## src/design/mpu_pkg.sv

```systemverilog
// Package for the multiset prefix unrank core: field widths, register
// indexes, defaults, controller state and controller/datapath handshake types.
// No dependencies.
`default_nettype none

package mpu_pkg;

   localparam int IDX_W              = 11;
   localparam int NUM_VALUES_W       = 11;
   localparam int DEPTH_W            = 3;
   localparam int CSR_INDEX_W        = 1;
   localparam int CSR_DATA_W         = 11;
   localparam int LVL_W              = 2;

   localparam int DEFAULT_MAX_VALUES = 1024;
   localparam int DEFAULT_RANK_BITS  = 40;

   localparam logic [NUM_VALUES_W-1:0] NUM_VALUES_RESET = 11'd1024;
   localparam logic [DEPTH_W-1:0]      DEPTH_RESET      = 3'd2;

   localparam logic [CSR_INDEX_W-1:0] CSR_NUM_VALUES   = 1'd0;
   localparam logic [CSR_INDEX_W-1:0] CSR_PREFIX_DEPTH = 1'd1;

   typedef enum logic [1:0] {
      ST_IDLE,
      ST_RAMP,
      ST_SCAN,
      ST_FINISH
   } state_type;

   typedef struct packed {
      logic             load;
      logic             ramp;
      logic             step;
      logic             record;
      logic             finish_ok;
      logic             fail;
      logic             publish;
      logic [LVL_W-1:0] lvl;
      logic [1:0]       slots;
   } cmd_type;

   typedef struct packed {
      logic ramp_done;
      logic exhausted;
      logic hit;
   } status_type;

endpackage

`default_nettype wire

```

## src/design/mpu_datapath.sv

```systemverilog
// Datapath of the multiset prefix unrank core: rank remainder, candidate
// value, running repeated-combination counts, index registers, output register.
// Depends on mpu_pkg.
`default_nettype none

module mpu_datapath
   import mpu_pkg::*;
#(
   parameter int MaxValues = DEFAULT_MAX_VALUES,
   parameter int RankBits  = DEFAULT_RANK_BITS
) (
   input  wire logic                    clock,
   input  wire cmd_type                 cmd,
   output status_type                   status,
   input  wire logic [NUM_VALUES_W-1:0] num_values,
   input  wire logic [RankBits-1:0]     req_rank,
   output logic                         rsp_found,
   output logic signed [IDX_W-1:0]      rsp_first_index,
   output logic signed [IDX_W-1:0]      rsp_second_index,
   output logic signed [IDX_W-1:0]      rsp_third_index,
   output logic signed [IDX_W-1:0]      rsp_fourth_index
);

   localparam int VAL_BITS = $clog2(MaxValues + 1);
   localparam int CNT_BITS = 3 * VAL_BITS;
   localparam int CMP_BITS = (RankBits > CNT_BITS) ? RankBits : CNT_BITS;

   logic [RankBits-1:0] r_ff, r_in;
   logic [VAL_BITS-1:0] v_ff, v_in;
   logic [VAL_BITS-1:0] a_ff, a_in;
   logic [CNT_BITS-1:0] c2_ff, c2_in;
   logic [CNT_BITS-1:0] c3_ff, c3_in;
   logic [IDX_W-1:0]    idx_ff [4];
   logic [IDX_W-1:0]    idx_in [4];
   logic                found_ff, found_in;

   logic                rsp_found_ff;
   logic [IDX_W-1:0]    rsp_idx_ff [4];

   logic [VAL_BITS-1:0] n_eff;
   logic [CNT_BITS-1:0] v_ext;
   logic [CNT_BITS-1:0] c_sel;
   logic [LVL_W-1:0]    lvl_next;

   always_comb begin
      if (int'(num_values) > MaxValues) begin
         n_eff = VAL_BITS'(MaxValues);
      end else begin
         n_eff = VAL_BITS'(num_values);
      end
   end

   assign v_ext    = CNT_BITS'(v_ff);
   assign lvl_next = cmd.lvl + LVL_W'(1);

   // count of completions for the current candidate at this level
   always_comb begin
      case (cmd.slots)
         2'd3:    c_sel = c3_ff;
         2'd2:    c_sel = c2_ff;
         default: c_sel = v_ext;
      endcase
   end

   assign status.ramp_done = (v_ff == n_eff);
   assign status.exhausted = (v_ff == '0);
   assign status.hit       = (CMP_BITS'(r_ff) < CMP_BITS'(c_sel));

   always_comb begin
      r_in     = r_ff;
      v_in     = v_ff;
      a_in     = a_ff;
      c2_in    = c2_ff;
      c3_in    = c3_ff;
      idx_in   = idx_ff;
      found_in = found_ff;

      if (cmd.load) begin
         r_in     = req_rank;
         v_in     = '0;
         a_in     = '0;
         c2_in    = '0;
         c3_in    = '0;
         found_in = 1'b0;
         for (int k = 0; k < 4; k++) begin
            idx_in[k] = {IDX_W{1'b1}};
         end
      end

      // build up v(v+1)/2 and v(v+1)(v+2)/6 while v climbs to min(num_values, MaxValues)
      if (cmd.ramp) begin
         v_in  = v_ff + VAL_BITS'(1);
         c2_in = c2_ff + v_ext + CNT_BITS'(1);
         c3_in = c3_ff + c2_ff + v_ext + CNT_BITS'(1);
      end

      // drop the candidate's completions and move to the next value
      if (cmd.step) begin
         r_in  = RankBits'(CMP_BITS'(r_ff) - CMP_BITS'(c_sel));
         a_in  = a_ff + VAL_BITS'(1);
         v_in  = v_ff - VAL_BITS'(1);
         c3_in = c3_ff - c2_ff;
         c2_in = c2_ff - v_ext;
      end

      if (cmd.record) begin
         idx_in[cmd.lvl] = IDX_W'(a_ff);
      end

      if (cmd.finish_ok) begin
         idx_in[lvl_next] = IDX_W'(a_ff + VAL_BITS'(r_ff));
         found_in         = 1'b1;
      end

      if (cmd.fail) begin
         found_in = 1'b0;
         for (int k = 0; k < 4; k++) begin
            idx_in[k] = {IDX_W{1'b1}};
         end
      end
   end

   always_ff @(posedge clock) begin
      r_ff     <= r_in;
      v_ff     <= v_in;
      a_ff     <= a_in;
      c2_ff    <= c2_in;
      c3_ff    <= c3_in;
      idx_ff   <= idx_in;
      found_ff <= found_in;
      if (cmd.publish) begin
         rsp_found_ff <= found_ff;
         rsp_idx_ff   <= idx_ff;
      end
   end

   assign rsp_found        = rsp_found_ff;
   assign rsp_first_index  = signed'(rsp_idx_ff[0]);
   assign rsp_second_index = signed'(rsp_idx_ff[1]);
   assign rsp_third_index  = signed'(rsp_idx_ff[2]);
   assign rsp_fourth_index = signed'(rsp_idx_ff[3]);

endmodule

`default_nettype wire

```

## src/design/mpu_ctrl.sv

```systemverilog
// Controller of the multiset prefix unrank core: sequences ramp, level scan
// and result hand-off, and owns the input stall and the output valid.
// Depends on mpu_pkg.
`default_nettype none

module mpu_ctrl
   import mpu_pkg::*;
(
   input  wire logic               clock,
   input  wire logic               reset,
   input  wire logic               req_valid,
   output logic                    req_stall,
   output logic                    rsp_valid,
   input  wire logic               rsp_stall,
   input  wire logic [DEPTH_W-1:0] prefix_depth,
   input  wire status_type         status,
   output cmd_type                 cmd
);

   state_type        state_ff, state_in;
   logic [LVL_W-1:0] lvl_ff, lvl_in;
   logic             rsp_valid_ff, rsp_valid_in;
   logic             depth_ok;
   logic [LVL_W-1:0] last_lvl;

   assign depth_ok = (prefix_depth inside {[3'd2:3'd4]});
   assign last_lvl = LVL_W'(prefix_depth - 3'd2);

   always_ff @(posedge clock) begin
      if (reset) begin
         state_ff     <= ST_IDLE;
         lvl_ff       <= '0;
         rsp_valid_ff <= 1'b0;
      end else begin
         state_ff     <= state_in;
         lvl_ff       <= lvl_in;
         rsp_valid_ff <= rsp_valid_in;
      end
   end

   always_comb begin
      state_in  = state_ff;
      lvl_in    = lvl_ff;
      cmd       = '0;
      cmd.lvl   = lvl_ff;
      cmd.slots = 2'(prefix_depth - 3'd1 - {1'b0, lvl_ff});
      req_stall = 1'b1;

      case (state_ff)
         ST_IDLE: begin
            req_stall = 1'b0;
            if (req_valid) begin
               cmd.load = 1'b1;
               lvl_in   = '0;
               state_in = depth_ok ? ST_RAMP : ST_FINISH;
            end
         end
         ST_RAMP: begin
            if (status.ramp_done) begin
               state_in = ST_SCAN;
            end else begin
               cmd.ramp = 1'b1;
            end
         end
         ST_SCAN: begin
            if (status.exhausted) begin
               cmd.fail = 1'b1;
               state_in = ST_FINISH;
            end else if (status.hit) begin
               cmd.record = 1'b1;
               if (lvl_ff == last_lvl) begin
                  cmd.finish_ok = 1'b1;
                  state_in      = ST_FINISH;
               end else begin
                  lvl_in = lvl_ff + LVL_W'(1);
               end
            end else begin
               cmd.step = 1'b1;
            end
         end
         ST_FINISH: begin
            // hold until the output register is free
            if (!rsp_valid_ff || !rsp_stall) begin
               cmd.publish = 1'b1;
               state_in    = ST_IDLE;
            end
         end
         default: begin
            state_in = ST_IDLE;
         end
      endcase

      if (cmd.publish) begin
         rsp_valid_in = 1'b1;
      end else begin
         rsp_valid_in = rsp_valid_ff && rsp_stall;
      end
   end

   assign rsp_valid = rsp_valid_ff;

endmodule

`default_nettype wire

```

## src/design/multiset_prefix_unrank_core.sv

```systemverilog
// Multiset prefix unrank core, top level: configuration registers, controller
// and datapath. After accept, the controller builds the counts while the
// candidate value climbs to n = min(num_values, MAX_VALUES), scans the levels
// and hands off the result; an unsupported depth goes straight to hand-off.
// A new request is taken only after the previous one is handed off; a new
// one is taken while a result waits on stall. Synchronous reset restores 1024, 2.
`default_nettype none

module multiset_prefix_unrank_core
   import mpu_pkg::*;
#(
   parameter int MAX_VALUES = DEFAULT_MAX_VALUES,
   parameter int RANK_BITS  = DEFAULT_RANK_BITS
) (
   input  wire logic                   clock,
   input  wire logic                   reset,
   input  wire logic                   csr_wr_en,
   input  wire logic [CSR_INDEX_W-1:0] csr_index,
   input  wire logic [CSR_DATA_W-1:0]  csr_wdata,
   input  wire logic                   req_valid,
   output logic                        req_stall,
   input  wire logic [RANK_BITS-1:0]   req_rank,
   output logic                        rsp_valid,
   input  wire logic                   rsp_stall,
   output logic                        rsp_found,
   output logic signed [IDX_W-1:0]     rsp_first_index,
   output logic signed [IDX_W-1:0]     rsp_second_index,
   output logic signed [IDX_W-1:0]     rsp_third_index,
   output logic signed [IDX_W-1:0]     rsp_fourth_index
);

   logic [NUM_VALUES_W-1:0] num_values_ff;
   logic [DEPTH_W-1:0]      prefix_depth_ff;
   cmd_type                 cmd;
   status_type              status;

   always_ff @(posedge clock) begin
      if (reset) begin
         num_values_ff   <= NUM_VALUES_RESET;
         prefix_depth_ff <= DEPTH_RESET;
      end else if (csr_wr_en) begin
         case (csr_index)
            CSR_NUM_VALUES:   num_values_ff   <= csr_wdata[NUM_VALUES_W-1:0];
            CSR_PREFIX_DEPTH: prefix_depth_ff <= csr_wdata[DEPTH_W-1:0];
            default: begin
            end
         endcase
      end
   end

   mpu_ctrl u_ctrl (
      .clock        (clock),
      .reset        (reset),
      .req_valid    (req_valid),
      .req_stall    (req_stall),
      .rsp_valid    (rsp_valid),
      .rsp_stall    (rsp_stall),
      .prefix_depth (prefix_depth_ff),
      .status       (status),
      .cmd          (cmd)
   );

   mpu_datapath #(
      .MaxValues (MAX_VALUES),
      .RankBits  (RANK_BITS)
   ) u_datapath (
      .clock            (clock),
      .cmd              (cmd),
      .status           (status),
      .num_values       (num_values_ff),
      .req_rank         (req_rank),
      .rsp_found        (rsp_found),
      .rsp_first_index  (rsp_first_index),
      .rsp_second_index (rsp_second_index),
      .rsp_third_index  (rsp_third_index),
      .rsp_fourth_index (rsp_fourth_index)
   );

endmodule

`default_nettype wire

```

## config.mk

```make
export PLATFORM = sky130hd
export DESIGN_NAME = multiset_prefix_unrank_core
export DESIGN_NICKNAME = d
export VERILOG_FILES = /design/src/design/mpu_pkg.sv /design/src/design/mpu_datapath.sv /design/src/design/mpu_ctrl.sv /design/src/design/multiset_prefix_unrank_core.sv
export SDC_FILE = /design/constraint.sdc
export NUM_CORES = 1
export LEC_CHECK = 0
export BUFFER_PORTS_ARGS = -buffer_cell sky130_fd_sc_hd__clkbuf_2
export CAP_MARGIN = 20
export CELL_PAD_IN_SITES_DETAIL_PLACEMENT = 1
export CELL_PAD_IN_SITES_GLOBAL_PLACEMENT = 2
export CORE_UTILIZATION = 36
export DETAILED_ROUTE_END_ITERATION = 12
export HOLD_SLACK_MARGIN = 0.1
export PLACE_DENSITY = 0.8
export SYNTH_ARGS = -nofsm -noshare
export SYNTH_HDL_FRONTEND = slang
export SYNTH_SLANG_ARGS = --single-unit
```

## constraint.sdc

```tcl
create_clock -name clock -period 6.11 [get_ports clock]
set_input_delay 0.3055 -clock clock [delete_from_list [all_inputs] [get_ports clock]]
set_output_delay 0.3055 -clock clock [all_outputs]
set_load 0.1 [all_outputs]
```

Word level (Yosys, flattened, before mapping)

Cells that the tools add are included.

Add/sub/neg operators: 16
$lt $le $gt $ge: 8
Equality and inequality tests: 15
Muxes and demuxes: 51
Bitwise operators: 3
Reduce and logical (&&, ||, !) cells: 17

Operator list:

| kind                    | number |
|---|---|
| $mux W33                | 5 |
| $mux W44                | 3 |
| $bwmux W44              | 2 |
| $mux W40                | 2 |
| $mux W11                | 7 |
| $add A33 B1 Y33 const B | 2 |
| $add A33 B11 Y33        | 2 |
| $pmux W33 S2            | 1 |
| $demux W11 S2           | 2 |
| $lt A40 B33 Y1          | 1 |
| $sub A40 B33 Y40        | 1 |
| $add A33 B33 Y33        | 1 |
| $sub A33 B11 Y33        | 1 |
| $sub A33 B33 Y33        | 1 |
| $mux W2                 | 12 |
| $add A11 B1 Y11 const B | 2 |
| $mux W1                 | 13 |
| $add A11 B11 Y11        | 1 |
| $eq A11 B11 Y1          | 1 |
| $gt A11 B11 Y1 const B  | 1 |
| $logic_not A11 Y1       | 1 |
| $sub A11 B1 Y11 const B | 1 |
| $ne A2 B2 Y1 const B    | 5 |
| $reduce_and A5 Y1       | 2 |
| other kinds (27)        | 40 |

Register bits: 237
Input bits: 57
Output and inout bits: 47

Depth between registers and ports, before layout

Gate-level depths: netlist (run 1).

Word-level depth: 11
Mapped depth: 21
Mapped depth without buffers: 18

Hierarchy

A second synthesis (run 1) with hierarchy kept.

Cells, all modules: 2119
Area, all modules: 18900.6 um^2

Modules (own cells, without submodules):

| module                      | instances | cells an instance | area an instance (um^2) | seq. area each (um^2) |
|---|---|---|---|---|
| mpu_datapath                | 1         | 2007              | 17837.1                 | 6095.8 |
| multiset_prefix_unrank_core | 1         | 60                | 609.3                   | 280.3 |
| mpu_ctrl                    | 1         | 52                | 454.2                   | 100.1 |

Worst setup path after synthesis (run 1)

No wires, ideal clock.

Path kind: register -> register
Start: register u_ctrl.lvl_ff[0]
End: register u_datapath.c2_ff[0] (enable)
Library setup time: 971 ps
Arrival: 5758 ps
Path slack: -619 ps
Stages on the path, launching flop included: 21
Buffers on the path: 4
Period minus slack after synthesis: 6729 ps
Cell sequence: dfxtp_1 -> inv_1 -> ha_1 -> xnor2_1 -> clkbuf_1 -> nor2_1 -> a21oi_1 -> ha_1 -> inv_1 -> fa_1 -> a21oi_2 -> nor2_1 -> o41a_1 -> o211ai_1 -> a211oi_2 -> o211a_1 -> o21ai_2 -> buf_4 -> buf_2 -> buf_2 -> nand3_1

Cells in the longest elaborated chain, start to end: 8

Ends and longest elaborated chain:

| item                                  | RTL line            | source |
|---|---|---|
| from (decl)                           | mpu_ctrl.sv:21      | `logic [LVL_W-1:0] lvl_ff, lvl_in;` |
| from (signal assigned)                | mpu_ctrl.sv:36      | `lvl_ff <= lvl_in;` |
| $sub A2 B2 Y2 *                       | mpu_ctrl.sv:46      | `cmd.slots = 2'(prefix_depth - 3'd1 - {1'b0, lvl_ff});` |
| $eq A2 B2 Y1                          | mpu_datapath.sv:58  | `case (cmd.slots)` |
| $pmux W33 S2 *                        | mpu_datapath.sv:58  |  |
| $lt A40 B33 Y1 *                      | mpu_datapath.sv:67  | `assign status.hit = (CMP_BITS'(r_ff) < CMP_BITS'(c_sel));` |
| $mux W1 *                             | mpu_ctrl.sv:69      | `end else if (status.hit) begin` |
| $mux W3 *                             | mpu_ctrl.sv:66      | `if (status.exhausted) begin` |
| $mux W4 *                             | mpu_ctrl.sv:49      | `case (state_ff)` |
| $reduce_bool A3 Y1 (no source line) * | n/a                 |  |
| to (signal assigned)                  | mpu_datapath.sv:127 | `c2_ff <= c2_in;` |
| to (decl)                             | mpu_datapath.sv:31  | `logic [CNT_BITS-1:0] c2_ff, c2_in;` |

Every way passes the cells marked *; elsewhere a longest branch is shown, timed or not.
A chain may end at the register's enable or synchronous reset.

Worst setup path after layout (run 1)

Start: register u_ctrl.lvl_ff[0]
End: register u_datapath.r_ff[29] (data pin)

Cells in the longest elaborated chain, start to end: 8

Ends and longest elaborated chain:

| item                    | RTL line            | source |
|---|---|---|
| $sub A2 B2 Y2 *         | mpu_ctrl.sv:46      |  |
| $eq A2 B2 Y1            | mpu_datapath.sv:58  |  |
| $pmux W33 S2 *          | mpu_datapath.sv:58  |  |
| $lt A40 B33 Y1          | mpu_datapath.sv:67  |  |
| $mux W1                 | mpu_ctrl.sv:69      |  |
| $mux W3                 | mpu_ctrl.sv:66      |  |
| $mux W4                 | mpu_ctrl.sv:49      |  |
| $mux W40 *              | mpu_datapath.sv:98  | `if (cmd.step) begin` |
| net u_datapath.r_in[29] | mpu_datapath.sv:28  | `logic [RankBits-1:0] r_ff, r_in;` |
| to (signal assigned)    | mpu_datapath.sv:124 | `r_ff <= r_in;` |
| to (decl)               | mpu_datapath.sv:28  |  |

Mark *: on every way through the listed nets, which the timed path passes. The rest lies on a longest branch.

==> flow_summary.yaml, run 1 <==
layout:
  antenna_cells: 0
  nets: 2371
  drive_gt1_frac: 0.104
  syn_to_final_growth_pct: 14.3
sta:
  maxSlewViolCount: 0
  setup_violations: 0
  layout_worst_path_cycle_share: 0.873
  finalSetupTns_ns: 0
  fin_skew_ns: 0.0154
  min_period_ns: 5.34
  finalHoldViolations: 0
  max_slew_margin: 0.286
  tightest_slew_ns: 1.07
  grt_setup_unrepaired: "false"
  timing.fmax_mhz: 187
routing:
  routed_wl_mm: 60.1
  first_pass_iters: 5
  route.detailed.drc: 0
  ant_nets: 0
  routed_via_density: 5.79
  num_vias: 16367
  wl_per_cell_um: 21.2
  drt_iter0_drc: 1016
synthesis:
  synthArstFlopShare: 0
  yosysWarnings: 0
  mappedNetlistArea_um2: 18200
  ys_seq_area_frac: 0.356
  ys_types: 93
  synth_seq_cells: 237
  avgSynthCellArea_um2: 9.01
  synthCells: 2022
  synth_edf_count: 173
  synth.net_count: 2259
  ys.flop_type: "edfxtp_1"
clock_network:
  cts_buffer_depth: 3
  cts.repair.resized: 0
  insertion_delay_ns: 0.60
  cts_tree: "yes"
  root_buffer: "clkbuf_16"
  cts_max_level: 1
  clk_pin_slew_ns: 0.06
  clock_sinks: 237
  cts_inserted_buffers: 29
die:
  die_h_um: 227
  row_count: 82
  initial_utilization: 0.364
  fp.dieW_um: 227
  ios: 104
  dieArea_um2: 51500
  coreArea_um2: 50100
setup_path:
  crit_required_ns: 6.45
  arrival_ns: 5.67
  reg2regPathDepth: 18
  crit_type: "flop to flop"
  worstPathMaxFanout: 88
  r2r-end: "u_datapath.r_ff[29]"
  worstSetupEndpointType: "flop"
  worstReg2RegStart: "u_ctrl.lvl_ff[0]"
  startpoint: "u_ctrl.lvl_ff[0]"
  reg2reg_slack_ns: 0.77
  crit_path_end: "u_datapath.r_ff[29]"
  start_kind: "flop"
worst_hold_path:
  hold_class: "input port to flop"
  hold_start: "csr_wr_en"
placed_design:
  gp_congestion: 0.873
  dpl.hpwl_mm: 44.1
  port_buffers: 103
global_routing:
  grt_pass1_wl_mm: 94.0
  grt_pass1_vias: 17018
  grt_max_degree: 95
  grt-ovfl-total: 0
  grt_use_total: 0.231
  antenna_found_initial: 0
outcome:
  outcome: "completed"
job:
  cap_violations: 0
state kept, by name (all words and copies together), names as in the netlist, 2 cells and up:
name                         flops
prefix_depth_ff                  3
u_datapath.rsp_third_index      11
u_ctrl.lvl_ff                    2
u_datapath.c3_ff                33
u_datapath.a_ff                 11
u_datapath.rsp_fourth_index     11
u_datapath.v_ff                 11
u_datapath.r_ff                 40
u_datapath.idx_ff               44
u_datapath.rsp_second_index     11
num_values_ff                   11
u_ctrl.state_ff                  2
u_datapath.rsp_first_index      11
u_datapath.c2_ff                33
how the worst min path moves through the flow:
stage,to,slack (ns),cells after the start
6_report,prefix_depth_ff[1],0.13,3
5_1_grt,prefix_depth_ff[1],0.16,3
3_5_place_dp,u_datapath.rsp_third_index[10],0.42,0
2_1_floorplan,u_datapath.rsp_first_index[0],0.41,0
3_3_place_gp,u_datapath.rsp_fourth_index[6],0.42,0
4_1_cts,prefix_depth_ff[1],0.11,3
layout by cell type (no fill, tap or decap), drive strengths merged, types with 12 or more instances in the layout:
master	instances
o221ai	48
dfxtp	64
edfxtp	173
inv	113
o21bai	20
clkinv	13
nor2b	16
nand3	80
a311oi	12
a31oi	32
buf	26
nand4	19
nand2	202
dlygate4sd3	55
nor3	52
xnor2	72
fa	16
a211oi	27
ha	164
xor2	45
nor4	12
a21o	45
o211ai	66
o21ai	168
nand2b	21
o22ai	22
clkbuf	137
nor2	102
and3	13
a21oi	152
or3	14
per-layer routing:
metal / GRT usage / vias to the layer above / routed length, um
li1: - / 7824 / -
met1: 0.293 / 8130 / 26500
met2: 0.413 / 319 / 29800
met3: 0.0249 / 94 / 2160
met4: 0.0632 / 0 / 1570
met5: 0 / - / 0
worst max-delay path, stage by stage (launching register included):
cell and delay, ns:
dfxtp_1 0.38, inv_1 0.11, ha_2 0.74, mux2i_1 0.15, a21oi_1 0.19, ha_1 0.21, inv_1 0.07, fa_1 0.44
a21oi_2 0.19, nor2_1 0.09, o41a_1 0.40, o211ai_1 0.26, a211oi_2 0.17, o211a_1 0.28, o21ai_4 0.24, buf_4 0.66
nor3b_1 0.14, a21oi_1 0.16, nand3_1 0.09
cell type report:
cell class	instances	area, um^2
fill	5899	29200
multi-input combinational	1571	10900
sequential	237	6480
timing repair buffer	184	1300
tap	672	841
clock buffer	34	764
inverter	111	417
clock inverter	20	136
timing repair:
action,CTS,global route
hold buffers,55,0
setup endpoints to repair,0,0
hold endpoints to repair,55,0
setup buffers,0,0
synth_stat cells (all sizes together) (8+ instances only):
cell      n  share of area
a211oi   27          0.012
a21o     45          0.019
a21oi   152          0.042
a311oi   12         0.0061
a31oi    32          0.011
and2      9         0.0031
and3     13         0.0045
buf      57          0.017
clkbuf   46         0.0095
dfxtp    64          0.070
edfxtp  173           0.29
fa       16          0.018
ha      164           0.11
inv     110          0.023
nand2   202          0.042
nand2b   21         0.0072
nand3    80          0.022
nand4    19         0.0069
nor2    102          0.021
nor2b    16         0.0055
nor3     52          0.015
nor4     12         0.0058
o211ai   66          0.028
o21a      9         0.0037
o21ai   168          0.047
o21bai   20         0.0082
o221ai   48          0.023
o22ai    22         0.0076
o31ai    11         0.0048
or2       8         0.0027
or3      14         0.0051
xnor2    72          0.035
xor2     45          0.022
metrics by stage:
step / cells / setup slack, ns / util / area, um^2 / hold WS [ns]
final: 2829 / 0.775 / 0.416 / 20800 / 0.127
after global routing: 2829 / 0.375 / 0.416 / 20800 / 0.165
after CTS: 2829 / 0.812 / 0.416 / 20800 / 0.114
after detailed placement: 2720 / 0.821 / 0.387 / 19400 / 0.424
after global placement: 2720 / 0.982 / 0.387 / 19400 / 0.416
after floorplan: 2022 / 0.385 / - / 18200 / 0.409
cell families (layout without fill, tap and decap cells):
family	Yosys count	count (layout)	synth area share
muxes	5	5	0.00282
adders and majority gates	180	180	0.130
buffers and inverters	214	349	0.0497
and+or+nand+nor	575	575	0.153
xor gates and xnor gates	117	117	0.0563
DFF	237	237	0.356
AOI/OAI and AO/OA	694	694	0.253
Power of run 1 is left out: the tool's default activity adds up to more than one toggle a clock period on the data nets, which glitch-free logic cannot reach.
==> run 2, diff against run 1 <==
--- a/config.mk
+++ b/config.mk
@@ -7,9 +7,9 @@
 export LEC_CHECK = 0
 export BUFFER_PORTS_ARGS = -buffer_cell sky130_fd_sc_hd__clkbuf_2
 export CAP_MARGIN = 20
-export CELL_PAD_IN_SITES_DETAIL_PLACEMENT = 1
-export CELL_PAD_IN_SITES_GLOBAL_PLACEMENT = 2
-export CORE_UTILIZATION = 36
+export CELL_PAD_IN_SITES_DETAIL_PLACEMENT = 0
+export CELL_PAD_IN_SITES_GLOBAL_PLACEMENT = 1
+export CORE_UTILIZATION = 44
 export DETAILED_ROUTE_END_ITERATION = 12
 export HOLD_SLACK_MARGIN = 0.1
 export PLACE_DENSITY = 0.8
==> run 2 against run 1 <==
Wire length decreased by 13%. Clock-buffer cell count increased by 4. Final cell count decreased by 5.1%. Sequential cell count unchanged. Critical path type unchanged.
==> flow_summary.yaml, run 2 (synthesis gave the netlist of run 1 again) <==
clock_network:
  cts_inserted_buffers: 29
  clock_sinks: 237
  postCtsSetupBuffers: 0
  cts_buffer_depth: 3
  cts_max_level: 1
  insertion_delay_ns: 0.58
  root_buffer: "clkbuf_16"
  cts_tree: "yes"
  cts.repair.resized: 0
  clk_pin_slew_ns: 0.06
routing:
  first_pass_iters: 5
  routed_wl_mm: 52.4
  ant_nets: 0
  route.detailed.drc: 0
  wl_per_cell_um: 19.5
  routed_via_density: 6.03
  num_vias: 16185
  drt_iter0_drc: 1210
die:
  dieArea_um2: 42200
  initial_utilization: 0.446
  row_count: 74
  ios: 104
  fp.dieW_um: 205
  coreArea_um2: 40800
  die_h_um: 205
setup_path:
  arrival_ns: 5.69
  worst_path_most_repeated_cell: "o211ai_1"
  worstSetupEndpointType: "flop"
  crit_type: "flop to flop"
  cpMaxStageDelayCell: "or2_1"
  path_delay_family: "compound AO/OA/AOI/OAI gates"
  crit_required_ns: 6.53
  path_cells: "inv_1, ha_2, buf_12, nand2_1, o211ai_1, o21ai_0, fa_1, a21oi_2, nor2_1, o41a_1, o211ai_1, a211oi_2, o211ai_2, nand4_1, or2_1, o221ai_1, o211ai_1"
  max_stage_delay_ns: 0.67
  worstPathMaxFanout: 63
  critPathBufInv: 2
  start_kind: "flop"
global_routing:
  grt_max_degree: 89
  antenna_found_initial: 0
  grt_use_total: 0.244
  grt_pass1_vias: 15634
  grt_pass1_wl_mm: 82.4
  grt-ovfl-total: 0
sta:
  timing.fmax_mhz: 190
  tightest_slew_ns: 1.02
  grt_setup_unrepaired: "false"
  maxSlewViolCount: 0
  hold-worst-slack_ns: 0.156
  max_slew_margin: 0.314
  finalHoldViolations: 0
  layout_worst_path_cycle_share: 0.863
  setup_violations: 0
  min_period_ns: 5.27
  finalSetupTns_ns: 0
  fin_skew_ns: 0.0168
worst_hold_path:
  hold_class: "input port to flop"
layout:
  final_common_cell: "nand2_1"
  fin_cells: 2686
  nets: 2368
  antenna_cells: 0
  top_regs: "u_datapath.idx_ff (44), u_datapath.r_ff (40)"
  syn_to_final_growth_pct: 13.5
  regMostFlops: "u_datapath.idx_ff"
  drive_gt1_frac: 0.102
  most-common-layout-cells: "nand2_1, edfxtp_1, ha_1"
  design_area_um2: 20700
  fillers: 3867
  largest_reg_flops: 44
placed_design:
  dp.cells: 2579
  port_buffers: 103
  gp_congestion: 0.895
  dpl.hpwl_mm: 38.7
  dpl_cell_area_um2: 19200
job:
  cap_violations: 0
outcome:
  outcome: "completed"
[run 2: cell types whose count changed in the layout (fill, tap and decap cells not counted)]
cell / before / now
buf_4: 23 / 22
bufinv_16: 0 / 1
clkbuf_1: 3 / 5
clkbuf_16: 29 / 31
clkinv_1: 4 / 6
clkinv_2: 7 / 5
clkinv_4: 2 / 1
clkinvlp_4: 5 / 1
dlygate4sd3_1: 55 / 53
[run 2: layout make-up]
| type | instances | area [um^2] | area share |
|---|---|---|---|
| sequential | 237 | 6480 | 0.313 |
| clock inverter | 16 | 125 | 0.00605 |
| timing repair buffer | 181 | 1270 | 0.0615 |
| inverter | 111 | 417 | 0.0202 |
| clock buffer | 38 | 822 | 0.0398 |
| multi-input combinational | 1571 | 10900 | 0.527 |
| tap | 532 | 666 | 0.0322 |
[run 2: path summary, 6_finish.rpt]
| kind | from | endpoint | slack, ns | cells past startpoint |
|---|---|---|---|---|
| setup / recovery | u_ctrl.lvl_ff[0] | u_datapath.idx_ff[39] | 0.84 | 17 |
| hold / removal | req_rank[37] | u_datapath.r_ff[37] | 0.16 | 3 |
| setup reg to reg | u_ctrl.lvl_ff[0] | u_datapath.idx_ff[39] | 0.84 | 17 |
| hold reg to reg | u_datapath.idx_ff[18] | u_datapath.rsp_third_index[7] | 0.44 | 0 |
[run 2: timing repair]
| action | in CTS | in global routing |
|---|---|---|
| hold buffers | 53 | 0 |
| hold endpoints to repair | 52 | 0 |
| endpoints found under the setup margin | 0 | 0 |
[run 2: per-layer routing]
metal  global-route usage  wire length, um
met4               0.0778             1640
met1                0.320            23100
met2                0.416            25100
met5                    0                0
met3               0.0288             2540
[run 2: worst min-delay path, delay by kind of cell]
family                 cells  cell delay, ns
and+or+nand+nor            1            0.09
buffers and inverters      1            0.08
AOI/OAI and AO/OA          1            0.14
[run 2: stage by stage]
step / worst slack, ns / utilization
2_1_floorplan: 0.385 / -
3_3_place_gp: 1.12 / 0.470
3_5_place_dp: 0.893 / 0.470
4_1_cts: 0.883 / 0.506
5_1_grt: 0.493 / 0.506
6_report: 0.835 / 0.506
Power of run 2 is left out for the same reason.
